==> config.mk <==
export PLATFORM = sky130hd
export DESIGN_NAME = qvr_cross
export DESIGN_NICKNAME = d
export VERILOG_FILES = /design/src/rtl/core/quaternion_vector_rotate_top_defines.svh /design/src/rtl/core/qvr_pkg.sv /design/src/rtl/core/qvr_cross.sv
export SDC_FILE = /design/constraint.sdc
export NUM_CORES = 2
export LEC_CHECK = 0
export ABC_AREA = 1
export BUFFER_PORTS_ARGS = -buffer_cell sky130_fd_sc_hd__buf_4
export CAP_MARGIN = 0
export CORE_UTILIZATION = 55
export CTS_CLUSTER_SIZE = 14
export DETAILED_ROUTE_END_ITERATION = 12
export PLACE_DENSITY_LB_ADDON = 0.08
export REMOVE_ABC_BUFFERS = 1
export SYNTH_ARGS = -nofsm -noshare
export SYNTH_HDL_FRONTEND = slang
export SYNTH_SLANG_ARGS = --single-unit
export TNS_END_PERCENT = 20
==> constraint.sdc <==
create_clock -name clk -period 18.6 [get_ports clk]
set_input_delay 2.79 -clock clk [delete_from_list [all_inputs] [get_ports clk]]
set_output_delay 2.79 -clock clk [all_outputs]
set_load 0.05 [all_outputs]
==> src/rtl/core/quaternion_vector_rotate_top_defines.svh <==
// ---------------------------------------------------------------------------
// Quaternion vector rotate - assertion macros
// Concurrent assertion forms used by the qvr_finish pipeline module.
// ---------------------------------------------------------------------------
`ifndef QUATERNION_VECTOR_ROTATE_TOP_DEFINES_SVH
`define QUATERNION_VECTOR_ROTATE_TOP_DEFINES_SVH

// Same-cycle implication, held off while reset is asserted
`define QVR_ASSERT_IMPLY(label, clk, rst_n, ante, cons, msg) \
  label: assert property (@(posedge clk) disable iff (!rst_n) (ante) |-> (cons)) \
    else $error(msg);

// Next-cycle implication, held off while reset is asserted
`define QVR_ASSERT_NEXT(label, clk, rst_n, ante, cons, msg) \
  label: assert property (@(posedge clk) disable iff (!rst_n) (ante) |=> (cons)) \
    else $error(msg);

`endif

==> src/rtl/core/qvr_pkg.sv <==
// ---------------------------------------------------------------------------
// Quaternion vector rotate - package
// Axis count and cyclic axis helpers for the cross-product terms.
// ---------------------------------------------------------------------------
package qvr_pkg;

  localparam int NUM_AXES = 3;

  // Next axis in the cyclic order x -> y -> z -> x
  function automatic int axis_next(input int i);
    return (i == NUM_AXES - 1) ? 0 : i + 1;
  endfunction

  // Axis after the next one
  function automatic int axis_prev(input int i);
    return (i == 0) ? NUM_AXES - 1 : i - 1;
  endfunction

endpackage

==> src/rtl/core/qvr_cross.sv <==
// ---------------------------------------------------------------------------
// Quaternion vector rotate - first cross product
// Two stages: products of qv x v, then round and double to give t.
// ---------------------------------------------------------------------------
module qvr_cross #(
  parameter int COMP_WIDTH = 16,
  parameter int FRAC_BITS  = 14
) (
  input  logic                         clk,
  input  logic                         rst_n,
  input  logic                         in_valid,
  output logic                         in_ready,
  input  logic signed [COMP_WIDTH-1:0] vec    [qvr_pkg::NUM_AXES],
  input  logic signed [COMP_WIDTH-1:0] quat   [qvr_pkg::NUM_AXES],
  input  logic signed [COMP_WIDTH-1:0] quat_w,
  output logic                         out_valid,
  input  logic                         out_ready,
  output logic signed [COMP_WIDTH-1:0] vec_o  [qvr_pkg::NUM_AXES],
  output logic signed [COMP_WIDTH-1:0] quat_o [qvr_pkg::NUM_AXES],
  output logic signed [COMP_WIDTH-1:0] quat_w_o,
  output logic signed [2*COMP_WIDTH-FRAC_BITS+2-1:0] t_o [qvr_pkg::NUM_AXES]
);

  localparam int PW    = 2 * COMP_WIDTH;
  localparam int DW    = PW + 2;
  localparam int CW_RAW = 2 * COMP_WIDTH - FRAC_BITS + 1;
  localparam int CW    = (CW_RAW < 2) ? 2 : CW_RAW;
  localparam int TW    = 2 * COMP_WIDTH - FRAC_BITS + 2;
  localparam logic signed [DW-1:0] HALF = DW'(1) << (FRAC_BITS - 1);

  // stage control
  logic v1_r, v2_r;
  logic en1, en2;

  assign en2      = !v2_r || out_ready;
  assign en1      = !v1_r || en2;
  assign in_ready = en1;
  assign out_valid = v2_r;

  always_ff @(posedge clk) begin
    if (!rst_n) begin
      v1_r <= 1'b0;
      v2_r <= 1'b0;
    end else begin
      if (en1) begin
        v1_r <= in_valid;
      end
      if (en2) begin
        v2_r <= v1_r;
      end
    end
  end

  // stage 1: the two products of each cross-product component
  logic signed [PW-1:0]         prod_a_r [qvr_pkg::NUM_AXES];
  logic signed [PW-1:0]         prod_b_r [qvr_pkg::NUM_AXES];
  logic signed [COMP_WIDTH-1:0] vec1_r   [qvr_pkg::NUM_AXES];
  logic signed [COMP_WIDTH-1:0] quat1_r  [qvr_pkg::NUM_AXES];
  logic signed [COMP_WIDTH-1:0] quat_w1_r;

  // stage 2: t = 2 * round(qv x v)
  logic signed [TW-1:0]         t_r      [qvr_pkg::NUM_AXES];
  logic signed [COMP_WIDTH-1:0] vec2_r   [qvr_pkg::NUM_AXES];
  logic signed [COMP_WIDTH-1:0] quat2_r  [qvr_pkg::NUM_AXES];
  logic signed [COMP_WIDTH-1:0] quat_w2_r;

  for (genvar i = 0; i < qvr_pkg::NUM_AXES; i++) begin : g_axis
    localparam int J = qvr_pkg::axis_next(i);
    localparam int K = qvr_pkg::axis_prev(i);

    logic signed [PW-1:0] prod_a_nxt, prod_b_nxt;
    logic signed [DW-1:0] diff, diff_sh;
    logic signed [TW-1:0] t_nxt;

    assign prod_a_nxt = quat[J] * vec[K];
    assign prod_b_nxt = quat[K] * vec[J];

    // round to nearest, ties upward, then double
    assign diff    = DW'(prod_a_r[i]) - DW'(prod_b_r[i]) + HALF;
    assign diff_sh = diff >>> FRAC_BITS;
    assign t_nxt   = {diff_sh[CW-1:0], 1'b0};

    always_ff @(posedge clk) begin
      if (en1) begin
        prod_a_r[i] <= prod_a_nxt;
        prod_b_r[i] <= prod_b_nxt;
        vec1_r[i]   <= vec[i];
        quat1_r[i]  <= quat[i];
      end
      if (en2) begin
        t_r[i]     <= t_nxt;
        vec2_r[i]  <= vec1_r[i];
        quat2_r[i] <= quat1_r[i];
      end
    end

    assign t_o[i]    = t_r[i];
    assign vec_o[i]  = vec2_r[i];
    assign quat_o[i] = quat2_r[i];
  end

  // carry the scalar part alongside
  always_ff @(posedge clk) begin
    if (en1) begin
      quat_w1_r <= quat_w;
    end
    if (en2) begin
      quat_w2_r <= quat_w1_r;
    end
  end

  assign quat_w_o = quat_w2_r;

endmodule

==> metrics.cfg <==
[outcome]
outcome=finished clean

[floorplanning]
rows=144
die_y_um=397.8
dieArea_um2=158200
core-area_um2=154800
die_width_um=397.8
initial_core_util_pct=55.66
io_pins=290

[final_layout]
final_common_cell=inv_1
multi_input_area_um2=59050
seq_area_um2=14240
drive_gt1_share_pct=4.821
num-fill-cells=14177
nets=12978
mostFrequentLayoutCells=inv_1 (3128), nand2_1 (2897), fa_1 (1572), ha_1 (675), edfxtp_1 (473)
areaGrowthSynthToFinish_pct=6.655

[worst_hold_path]
holdPathStages=0
hold_class=register to register

[synth]
synth.area.top_cells=fa_1 (37%), edfxtp_1 (16%), inv_1 (14%)
synth_top_flop_cell=edfxtp_1
ys_seq_elements=475
synth_area_per_cell_um2=8.170
synth_area_um2=86140
synth_warnings=0
synth_top_area_cell=fa_1
synthCells=10544
synth_cell_type_count=39
synth_seq_area_share_pct=16.53
postSynth.asyncResetShare_pct=0
synth_top_area_share_pct=36.53
synth-edff-count=473

[sta]
slew_violations=0
fin_crit_ns=8.282
hold_viol_final=0
fin_setup_tns_ns=0
max_slew_margin_pct=36.64
post-route-period-util_pct=44.53
fin_skew_ns=0.05442
setup_violations=0
tightest_slew_ns=0.9504
timing.fmax_mhz=120.7
rsz0062_at_grt=no

[global_route]
grt_pass1_wl_um=384300
grt_max_degree=67
grt_overflow=0
grt_pass1_vias=68370
track_usage_pct=31.44
antenna_found_initial=7

[clocking]
clock_sinks=475
htreeDepth=2
tritoncts=built
post-cts-setup-buffer-count=0
cts_resized=0
clockBufferDepth=3
cts_buffers=59
cts_hold_buf=0
clkSlewWorstSetupHoldPaths_ns=0.07
clk_latency_ns=0.71
cts_root_buffer=clkbuf_16

[detailed_routing]
wl_per_cell_um=19.00
drtIter0Drc=4552
drt_wl_total_um=241400
via_per_inst=5.200
vias=66071
drc=0
ant_nets=0
drtPass1Iterations=6

[critical_path]
worstSetupStartpointType=primary input
reg2regPathDepth=4
cp-end-kind=register
arrival_ns=8.71
crit_required_ns=19.03
crit_fanout=33
crit_type=primary input to register

[job]
maxCapViolations=0

[place]
io_buffer_count=286
hpwl_um=192000
globalplace.congestion=0.9630

==> cells by family (layout without fill, tap and decap cells) <==
| kind of cell | count (synthesis) | after routing | synth area share [%] |
|---|---|---|---|
| compound gates | 444 | 444 | 2.834 |
| xor+xnor | 138 | 138 | 1.403 |
| fa+ha+maj | 2247 | 2247 | 46.34 |
| buf+inv | 3427 | 3542 | 14.95 |
| flops | 475 | 475 | 16.53 |
| other cells | 1 | 4 | 0.004353 |
| simple gates | 3812 | 3812 | 17.94 |
==> worst max-delay path: stages <==
cell	delay, ns
buf_4	0.45
nand2_1	0.20
inv_1	0.16
fa_1	0.58
fa_1	0.96
fa_1	0.55
fa_1	0.50
fa_1	0.49
inv_1	0.05
fa_1	0.48
inv_1	0.04
ha_1	0.39
a21oi_1	0.26
a21boi_0	0.29
nand2_1	0.12
nand3b_1	0.19
xor2_1	0.15
==> cells in the mapped netlist (11+ instances only) <==
library cell and count:
inv_1 3129, nand2_1 2898, fa_1 1572, ha_1 675
edfxtp_1 473, nor2_1 363, clkbuf_1 284, nand3_1 262
a21oi_1 250, o21ai_0 111, xor2_1 107, nand4_1 101
nor3_1 55, o21bai_1 41, nand2_2 40, xnor2_1 31
nor2_2 20, nand3b_1 19, nor3_2 18, a21o_1 11
a21oi_2 11, nand3_2 11
==> registers in the layout, summed over array words and instances (netlist names) <==
signal     count
quat_w_o      16
t_r           57
out_valid      1
prod_a_r      96
v1_r           1
prod_b_r      96
vec2_r        48
quat2_r       48
vec1_r        48
quat_w1_r     16
quat1_r       48
==> stage by stage <==
stage / hold WS (ns) / cells / setup slack [ns] / utilization, % / area, um2
2_1_floorplan: 0.4003 / 10255 / 5.466 / - / 85050
5_1_grt: 0.4080 / 12705 / 10.15 / 59.36 / 91870
3_3_place_gp: 0.4004 / 12598 / 9.782 / 58.07 / 89870
6_report: 0.3991 / 12706 / 10.32 / 59.36 / 91880
4_1_cts: 0.3974 / 12705 / 10.37 / 59.36 / 91870
3_5_place_dp: 0.4045 / 12598 / 9.635 / 58.07 / 89870
==> worst paths after layout <==
kind	startpoint	endpoint	slack, ns
hold / removal	vec1_r[0][31]	vec2_r[0][31]	0.40
hold reg to reg	vec1_r[0][31]	vec2_r[0][31]	0.40
setup reg to reg	out_valid	prod_b_r[0][50]	15.25
setup / recovery	vec[33]	prod_a_r[0][55]	10.32
==> routing by layer <==
| metal | GRT usage [%] | vias up | share of wire, % |
|---|---|---|---|
| li1 | - | 30730 | - |
| met1 | 44.22 | 32783 | 44 |
| met2 | 50.06 | 2167 | 46 |
| met3 | 4.590 | 385 | 7.1 |
| met4 | 10.30 | 6 | 3.7 |
| met5 | 0 | - | 0.017 |
==> layout make-up <==
class / instances / share of cell area [%]
Timing Repair Buffer: 299 / 2.443
Clock inverter: 36 / 0.5284
Multi-Input combinational cell: 6644 / 64.27
Tap cell: 2044 / 2.784
Antenna cell: 1 / 0.002724
Inverter: 3136 / 12.81
Clock buffer: 71 / 1.656
Sequential cell: 475 / 15.50
Power is not shown: default switching activity piles up to over one toggle a cycle in this logic, so the estimate is an artifact.
